[src/hdl/msu_pkg.sv]
// msu_pkg: shared constants and controller/datapath command and status types
// for the merge sorter unit. No dependencies.
package msu_pkg;

   localparam int DEPTH_DEF = 8;   // default store depth
   localparam int VALUE_W   = 32;  // element width, two's complement

   // controller -> datapath commands, at most one per cycle
   typedef struct packed {
      logic load;       // write item into bank 0, bump element count
      logic setup;      // set up first run pair of a pass
      logic step;       // one merge step: compare heads, write winner
      logic emit_init;  // point read address at element 0 for output
      logic out_load;   // capture read data into the output register
      logic out_next;   // output item taken: advance, clear count on last
   } msu_cmd_type;

   // datapath -> controller status
   typedef struct packed {
      logic last_slot;  // next load fills the store
      logic sorted;     // run width covers whole set
      logic pass_end;   // current merge step finishes the pass
      logic out_last;   // output register holds final element
   } msu_status_type;

endpackage

[src/hdl/msu_dpath.sv]
// msu_dpath: element banks, merge address counters, compare and output register.
// Depends on msu_pkg.
module msu_dpath #(
   parameter int DEPTH = msu_pkg::DEPTH_DEF
) (
   input  logic                        clock,
   input  logic                        reset,
   input  msu_pkg::msu_cmd_type        cmd,
   output msu_pkg::msu_status_type     status,
   input  logic [msu_pkg::VALUE_W-1:0] load_value,
   output logic [msu_pkg::VALUE_W-1:0] out_value,
   output logic                        out_last
);
   import msu_pkg::*;

   localparam int AW = (DEPTH > 1) ? $clog2(DEPTH) : 1;  // bank address
   localparam int CW = $clog2(DEPTH + 1);                // count 0..DEPTH
   localparam int SW = CW + 2;                           // bound sums

   // two ping-pong banks, each read at two addresses
   logic [VALUE_W-1:0] bank0_mem [DEPTH];
   logic [VALUE_W-1:0] bank1_mem [DEPTH];
   logic [VALUE_W-1:0] rd_a0_ff, rd_a1_ff, rd_b0_ff, rd_b1_ff;

   logic [CW-1:0] n_ff, n_in;
   logic [CW:0]   w_ff, w_in;       // run width
   logic          sel_ff, sel_in;   // bank holding current runs
   logic [CW-1:0] p_ff, p_in, pend_ff, pend_in;
   logic [CW-1:0] q_ff, q_in, qend_ff, qend_in;
   logic [CW-1:0] wr_ff, wr_in;
   logic [VALUE_W-1:0] out_value_ff, out_value_in;
   logic          out_last_ff, out_last_in;

   logic [VALUE_W-1:0] head_a, head_b, win_value;
   logic          p_avail, q_avail, take_p, run_done, pass_end;
   logic [CW-1:0] p_step, q_step;
   logic [SW-1:0] lo_ext, n_ext, w_ext, mid_sum, hi_sum;
   logic [CW-1:0] run_lo, mid_nx, hi_nx;
   logic          wr_en0, wr_en1;
   logic [CW-1:0] wr_addr;
   logic [VALUE_W-1:0] wr_data;

   assign head_a  = sel_ff ? rd_a1_ff : rd_a0_ff;
   assign head_b  = sel_ff ? rd_b1_ff : rd_b0_ff;
   assign p_avail = (p_ff < pend_ff);
   assign q_avail = (q_ff < qend_ff);
   // left head wins only when strictly less; ties go right
   assign take_p  = p_avail && (!q_avail || ($signed(head_a) < $signed(head_b)));
   assign win_value = take_p ? head_a : head_b;
   assign p_step  = p_ff + CW'(take_p);
   assign q_step  = q_ff + CW'(!take_p);
   assign run_done = (p_step == pend_ff) && (q_step == qend_ff);
   assign pass_end = run_done && (qend_ff == n_ff);

   // run pair bounds starting at run_lo: mid = min(lo+w, n), hi = min(lo+2w, n)
   assign run_lo  = cmd.setup ? '0 : qend_ff;
   assign lo_ext  = SW'(run_lo);
   assign n_ext   = SW'(n_ff);
   assign w_ext   = SW'(w_ff);
   assign mid_sum = lo_ext + w_ext;
   assign hi_sum  = mid_sum + w_ext;
   assign mid_nx  = (mid_sum < n_ext) ? mid_sum[CW-1:0] : n_ff;
   assign hi_nx   = (hi_sum < n_ext) ? hi_sum[CW-1:0] : n_ff;

   always_comb begin
      n_in         = n_ff;
      w_in         = w_ff;
      sel_in       = sel_ff;
      p_in         = p_ff;
      pend_in      = pend_ff;
      q_in         = q_ff;
      qend_in      = qend_ff;
      wr_in        = wr_ff;
      out_value_in = out_value_ff;
      out_last_in  = out_last_ff;
      wr_en0       = 1'b0;
      wr_en1       = 1'b0;
      wr_addr      = wr_ff;
      wr_data      = win_value;
      if (cmd.load) begin
         wr_en0  = 1'b1;
         wr_addr = n_ff;
         wr_data = load_value;
         n_in    = n_ff + 1'b1;
         w_in    = (CW+1)'(1);
         sel_in  = 1'b0;
      end
      if (cmd.setup || (cmd.step && run_done && !pass_end)) begin
         p_in    = run_lo;
         pend_in = mid_nx;
         q_in    = mid_nx;
         qend_in = hi_nx;
      end
      if (cmd.setup) begin
         wr_in = '0;
      end
      if (cmd.step) begin
         wr_en0 = sel_ff;
         wr_en1 = !sel_ff;
         wr_in  = wr_ff + 1'b1;
         if (!run_done) begin
            p_in = p_step;
            q_in = q_step;
         end
         if (pass_end) begin
            sel_in = !sel_ff;
            w_in   = {w_ff[CW-1:0], 1'b0};
         end
      end
      if (cmd.emit_init) begin
         p_in = '0;
      end
      if (cmd.out_load) begin
         out_value_in = head_a;
         out_last_in  = ((p_ff + 1'b1) == n_ff);
      end
      if (cmd.out_next) begin
         p_in = p_ff + 1'b1;
         if (out_last_ff) begin
            n_in = '0;
         end
      end
   end

   always_ff @(posedge clock) begin
      if (reset) begin
         n_ff <= '0;
      end else begin
         n_ff <= n_in;
      end
      w_ff         <= w_in;
      sel_ff       <= sel_in;
      p_ff         <= p_in;
      pend_ff      <= pend_in;
      q_ff         <= q_in;
      qend_ff      <= qend_in;
      wr_ff        <= wr_in;
      out_value_ff <= out_value_in;
      out_last_ff  <= out_last_in;
   end

   // bank storage: one write port, two registered read ports each
   always_ff @(posedge clock) begin
      if (wr_en0) begin
         bank0_mem[wr_addr[AW-1:0]] <= wr_data;
      end
      rd_a0_ff <= bank0_mem[p_ff[AW-1:0]];
      rd_b0_ff <= bank0_mem[q_ff[AW-1:0]];
   end

   always_ff @(posedge clock) begin
      if (wr_en1) begin
         bank1_mem[wr_addr[AW-1:0]] <= wr_data;
      end
      rd_a1_ff <= bank1_mem[p_ff[AW-1:0]];
      rd_b1_ff <= bank1_mem[q_ff[AW-1:0]];
   end

   assign status.last_slot = (n_ff == CW'(DEPTH - 1));
   assign status.sorted    = (w_ff >= {1'b0, n_ff});
   assign status.pass_end  = pass_end;
   assign status.out_last  = out_last_ff;
   assign out_value        = out_value_ff;
   assign out_last         = out_last_ff;

endmodule

[src/hdl/msu_ctrl.sv]
// msu_ctrl: sequencer for load, merge passes and output of the merge sorter.
// Depends on msu_pkg.
module msu_ctrl (
   input  logic                    clock,
   input  logic                    reset,
   input  logic                    in_valid,
   input  logic                    in_last,
   output logic                    in_ready,
   output logic                    out_valid,
   input  logic                    out_ready,
   input  msu_pkg::msu_status_type status,
   output msu_pkg::msu_cmd_type    cmd
);
   import msu_pkg::*;

   localparam logic [2:0] S_LOAD = 3'd0;  // taking items
   localparam logic [2:0] S_PASS = 3'd1;  // start a pass or finish sorting
   localparam logic [2:0] S_RD   = 3'd2;  // heads being read
   localparam logic [2:0] S_MRG  = 3'd3;  // one merge step
   localparam logic [2:0] S_ERD  = 3'd4;  // output element being read
   localparam logic [2:0] S_ELD  = 3'd5;  // fill output register
   localparam logic [2:0] S_EOUT = 3'd6;  // output item offered

   logic [2:0] state_ff, state_in;

   always_comb begin
      state_in  = state_ff;
      cmd       = '0;
      in_ready  = 1'b0;
      out_valid = 1'b0;
      case (state_ff)
         S_LOAD: begin
            in_ready = 1'b1;
            if (in_valid) begin
               cmd.load = 1'b1;
               if (in_last || status.last_slot) begin
                  state_in = S_PASS;
               end
            end
         end
         S_PASS: begin
            if (status.sorted) begin
               cmd.emit_init = 1'b1;
               state_in      = S_ERD;
            end else begin
               cmd.setup = 1'b1;
               state_in  = S_RD;
            end
         end
         S_RD: begin
            state_in = S_MRG;
         end
         S_MRG: begin
            cmd.step = 1'b1;
            state_in = status.pass_end ? S_PASS : S_RD;
         end
         S_ERD: begin
            state_in = S_ELD;
         end
         S_ELD: begin
            cmd.out_load = 1'b1;
            state_in     = S_EOUT;
         end
         S_EOUT: begin
            out_valid = 1'b1;
            if (out_ready) begin
               cmd.out_next = 1'b1;
               state_in     = status.out_last ? S_LOAD : S_ERD;
            end
         end
         default: begin
            state_in = S_LOAD;
         end
      endcase
   end

   always_ff @(posedge clock) begin
      if (reset) begin
         state_ff <= S_LOAD;
      end else begin
         state_ff <= state_in;
      end
   end

endmodule

[src/hdl/merge_sorter_unit.sv]
// merge_sorter_unit: top level of the merge sorter, collects a set of signed values
// and returns them in ascending order. Depends on msu_pkg, msu_ctrl, msu_dpath.
//
//   channel | dir | tdata                  | tlast        | tuser
//   --------+-----+------------------------+--------------+------
//   req_    | in  | [31:0] value (signed)  | is_last      | -
//   rsp_    | out | [31:0] sorted_value    | end_of_set   | -
//
// Loading takes one item per cycle. The set closes on an item with tlast
// set or on the item that fills the store.
// Sorting is bottom-up over two ping-pong banks: ceil(log2 n) passes of n merge
// steps, each a registered bank read and then a compare and write, plus a pass
// start state per pass. Output reads each item, loads it into the result register
// and then offers it on rsp_.
// Reset clears the controller and the element count; banks are not cleared.
// req_tready is low from set close until the last result is taken; rsp_ stalls
// simply hold the result register.
module merge_sorter_unit #(
   parameter int DEPTH = msu_pkg::DEPTH_DEF   // store depth, 2..64
) (
   input  logic                        clock,
   input  logic                        reset,
   input  logic                        req_tvalid,
   output logic                        req_tready,
   input  logic [msu_pkg::VALUE_W-1:0] req_tdata,   // [31:0] value
   input  logic                        req_tlast,   // is_last
   output logic                        rsp_tvalid,
   input  logic                        rsp_tready,
   output logic [msu_pkg::VALUE_W-1:0] rsp_tdata,   // [31:0] sorted_value
   output logic                        rsp_tlast    // end_of_set
);
   import msu_pkg::*;

   msu_cmd_type    cmd;
   msu_status_type status;

   // sequencer: owns handshakes, issues at most one command per cycle
   msu_ctrl u_ctrl (
      .clock     (clock),
      .reset     (reset),
      .in_valid  (req_tvalid),
      .in_last   (req_tlast),
      .in_ready  (req_tready),
      .out_valid (rsp_tvalid),
      .out_ready (rsp_tready),
      .status    (status),
      .cmd       (cmd)
   );

   // banks, merge counters and output register
   msu_dpath #(
      .DEPTH (DEPTH)
   ) u_dpath (
      .clock      (clock),
      .reset      (reset),
      .cmd        (cmd),
      .status     (status),
      .load_value (req_tdata),
      .out_value  (rsp_tdata),
      .out_last   (rsp_tlast)
   );

endmodule

[config.mk]
export PLATFORM = sky130hd
export DESIGN_NAME = merge_sorter_unit
export DESIGN_NICKNAME = d
export VERILOG_FILES = /design/src/hdl/msu_pkg.sv /design/src/hdl/msu_dpath.sv /design/src/hdl/msu_ctrl.sv /design/src/hdl/merge_sorter_unit.sv
export SDC_FILE = /design/constraint.sdc
export NUM_CORES = 1
export LEC_CHECK = 0
export BUFFER_PORTS_ARGS = -buffer_cell sky130_fd_sc_hd__buf_2
export CAP_MARGIN = 40
export CELL_PAD_IN_SITES_DETAIL_PLACEMENT = 0
export CELL_PAD_IN_SITES_GLOBAL_PLACEMENT = 2
export CORE_UTILIZATION = 49
export CTS_CLUSTER_SIZE = 20
export DETAILED_ROUTE_END_ITERATION = 7
export PLACE_DENSITY = 0.79
export SLEW_MARGIN = 20
export SYNTH_ARGS = -nofsm -noshare
export SYNTH_HDL_FRONTEND = slang
export SYNTH_SLANG_ARGS = --single-unit
[constraint.sdc]
create_clock -name clock -period 6.3 [get_ports clock]
set_clock_uncertainty 0.05 [all_clocks]
set_input_delay 0.63 -clock clock [delete_from_list [all_inputs] [get_ports clock]]
set_output_delay 0.63 -clock clock [all_outputs]
set_load 0.05 [all_outputs]
==> out/results.ini <==
[run_status]
outcome=completed

[pwr]
p_leak_nw=11.72
p_total_mw=16.00
power.density_nw_per_um2=445.3
peakVddDrop_mv=0.3019

[sta]
setup_viol=0
drv_slew=0
relSlewSlack=0.4120
fin_crit_sh=0.8658
worst-slew-pin-transition_ns=0.8820
rsz0062_at_grt=false
max_freq_mhz=183.3
final_hold_viol_count=0
fin_crit_ns=5.455
setup-tns-final_ns=0

[critical_path]
critPathMaxStageDelay_ns=0.90
cp_top_family=compound AO/OA/AOI/OAI gates
crit_top_cell=ha_1
timing.rr.start=u_dpath.sel_ff
slowest_stage=dfxtp_4
r2r-end=u_dpath.q_ff[2]
worstSetupEndpointType=flip-flop
r2r_setup_slack_ns=0.85
required_ns=6.76
cp_cell_sequence=buf_4 -> mux2_2 -> ha_1 -> a21o_1 -> nand3_1 -> a21oi_1 -> a211oi_1 -> buf_4 -> o221a_2 -> nand2_1 -> inv_1 -> ha_1 -> ha_1 -> xnor2_1 -> nand4_1 -> nor2_1 -> and2_1 -> nand2b_1 -> mux2_2 -> o21a_1
arrival_ns=5.91
worstRegToRegCells=20
critPathLaunchType=flip-flop
crit_path_end=u_dpath.q_ff[2]
path_max_fanout=43
worstSetupPathType=reg -> reg
path_buf_inv=3
cp.depth=20
startpoint=u_dpath.sel_ff

[finish]
register_area_um2=19710
multi_input_area_um2=11340
drive_gt1_frac=0.3765
area_delta_synth_final_pct=14.22
postLayoutCellArea_um2=35940
diodes=0
fin_nets=1939
fillCellCount=4872

[placed_design]
portBuffers=71
placed_cell_area_um2=33350
hpwl_um=47350
place_congestion=0.8282

[die]
rows=92
die_area_um2=65230
die_h_um=255.4
core_um2=63310
initial_core_util=0.4970
pin_count=72
die-width_um=255.4

[synthesis]
syn-num-nets=1835
synth_cell_types=62
ys.flop_type=edfxtp_1
syn_inst=1734
synth_area_um2=31470
async_reset_ff_frac=0
synth_edf_count=556
yosysSeqAreaShare=0.6254
avgSynthCellArea_um2=18.15
synth_warnings=0
synth_seq_cells=705

[grt]
grt_overflow=0
grt_pass1_vias=17840
grt_max_degree=63
grt_first_pass_wirelength_um=117000
track_usage=0.2471
antenna_found_initial=1

[clock_network]
clkLatencyLatePin_ns=0.61
cts-root-buf=clkbuf_16
cts.sinks=705
clkTransAtPathRegs_ns=0.06
numCtsBuffers=76
post_cts_resized=0
cts_setup_buffers=0
htreeDepth=3
cts.path.max_buffers=3
cts_hold_buf=0
tritoncts=yes

[routing]
drc=0
routedWlPerCell_um=28.83
via_count=16940
ant_nets=0
via_per_inst=6.173
dr.pass1.iters=5
wl_um=79140
drt_iter0_drc=1374

[job]
max_cap_violations=0

[worst_hold_path]
hold_class=in -> reg

## Yosys cell counts (all sizes together) (5+ instances only)
cell type	count	area [um^2]
nor2	40	150.1
nand2b	8	50.05
o21ai	56	287.8
clkbuf	60	226.5
nand3	20	100.1
mux2	166	1869
o31a	31	271.5
ha	62	775.7
dfxtp	149	2983
nor3	10	55.05
a21o	8	60.06
nor2b	5	31.28
a22o	31	271.5
a21oi	26	137.6
edfxtp	556	16700
mux2i	39	390.4
xor2	6	52.55
and2	10	62.56
inv	29	108.9
nand4	6	37.54
xnor2	25	219.0
mux4	256	5766
a211oi	10	75.07
a31oi	6	37.54
nand2	26	97.59
buf	50	235.2
## worst reg2reg max path, delay by kind of cell, from the launching register on
kind / cells / cell delay [ns]
compound gates: 5 / 1.09
simple gates: 6 / 0.96
flops: 1 / 0.90
mux: 2 / 0.75
fa+ha+maj: 3 / 0.74
buf+inv: 3 / 0.69
xor+xnor: 1 / 0.16
## layout by cell type (no fill, tap or decap), types with 7 or more instances in the layout
master	instances
a211oi_1	10
a21o_1	8
a21oi_1	24
a22o_1	31
and2_1	7
buf_16	11
buf_2	73
buf_4	46
bufinv_16	9
clkbuf_1	18
clkbuf_16	79
clkbuf_8	10
clkinv_2	10
dfxtp_1	142
dfxtp_4	7
edfxtp_1	556
ha_1	62
inv_1	28
mux2_2	166
mux2i_1	39
mux4_2	256
nand2_1	25
nand2b_1	8
nand3_1	20
nor2_1	24
nor2_4	16
nor3_1	9
o21ai_0	51
o31a_1	31
xnor2_1	25
## through the flow
step / setup WS (ns) / cells / util / hold slack (ns)
3_3_place_gp: 1.034 / 2584 / 0.5195 / 0.4853
2_1_floorplan: 1.602 / 1734 / - / 0.4226
3_5_place_dp: 0.9243 / 2606 / 0.5267 / 0.4845
4_1_cts: 0.8847 / 2745 / 0.5677 / 0.1424
6_report: 0.8452 / 2745 / 0.5677 / 0.1786
5_1_grt: 0.5939 / 2745 / 0.5677 / 0.1694
## power by group
group	internal [mW]	switching [mW]	total (mW)
Combinational	1.98	2.61	4.60
Clock	2.79	1.83	4.62
Sequential	6.46	0.327	6.79
Total	11.2	4.77	16.0
## worst min path at each step
| stage | from | end | slack [ns] | depth (start not counted) |
|---|---|---|---|---|
| floorplan | u_dpath.w_ff[2] | u_dpath.w_ff[3] | 0.42 | 2 |
| detailed placement | u_dpath.w_ff[2] | u_dpath.w_ff[3] | 0.48 | 2 |
| global route | reset | u_ctrl.state_ff[2] | 0.17 | 2 |
| global placement | u_dpath.n_ff[1] | u_dpath.n_ff[1] | 0.49 | 2 |
| finish | reset | u_ctrl.state_ff[2] | 0.18 | 2 |
| CTS | reset | u_ctrl.state_ff[2] | 0.14 | 2 |
## routing by layer
metal / part of all wire / GRT usage / wire (um)
met3: 0.058 / 0.04167 / 4583
met4: 0.024 / 0.06944 / 1923
met2: 0.51 / 0.4217 / 40180
met5: 0.00024 / 0 / 19
met1: 0.41 / 0.3269 / 32430
## registers in the layout, summed over array words and instances, names as in the netlist, 5 cells and up
register	cells
u_dpath.w_ff	5
u_dpath.out_value	32
u_dpath.rd_b1_ff	32
u_dpath.bank0_mem	256
u_dpath.rd_b0_ff	32
u_dpath.rd_a0_ff	32
u_dpath.rd_a1_ff	32
u_dpath.bank1_mem	256
## cell type report
type	count	area share
Sequential cell	705	0.5483
Clock buffer	107	0.06071
Tap cell	846	0.02945
Inverter	29	0.003029
Clock inverter	32	0.01142
Timing Repair Buffer	136	0.03154
Multi-Input combinational cell	890	0.3156
## cells by family (layout without fill, tap and decap cells)
family                     count (synthesis)  after routing  synth area share
buffers and inverters                    139            304           0.01813
AOI/OAI and AO/OA                        200            200           0.04633
DFF                                      705            705            0.6254
muxes                                    461            461            0.2550
and+or+nand+nor                          134            134           0.02052
xor gates and xnor gates                  31             31          0.008629
adders and majority gates                 64             64           0.02593
Power figures use the tool's default switching activity.
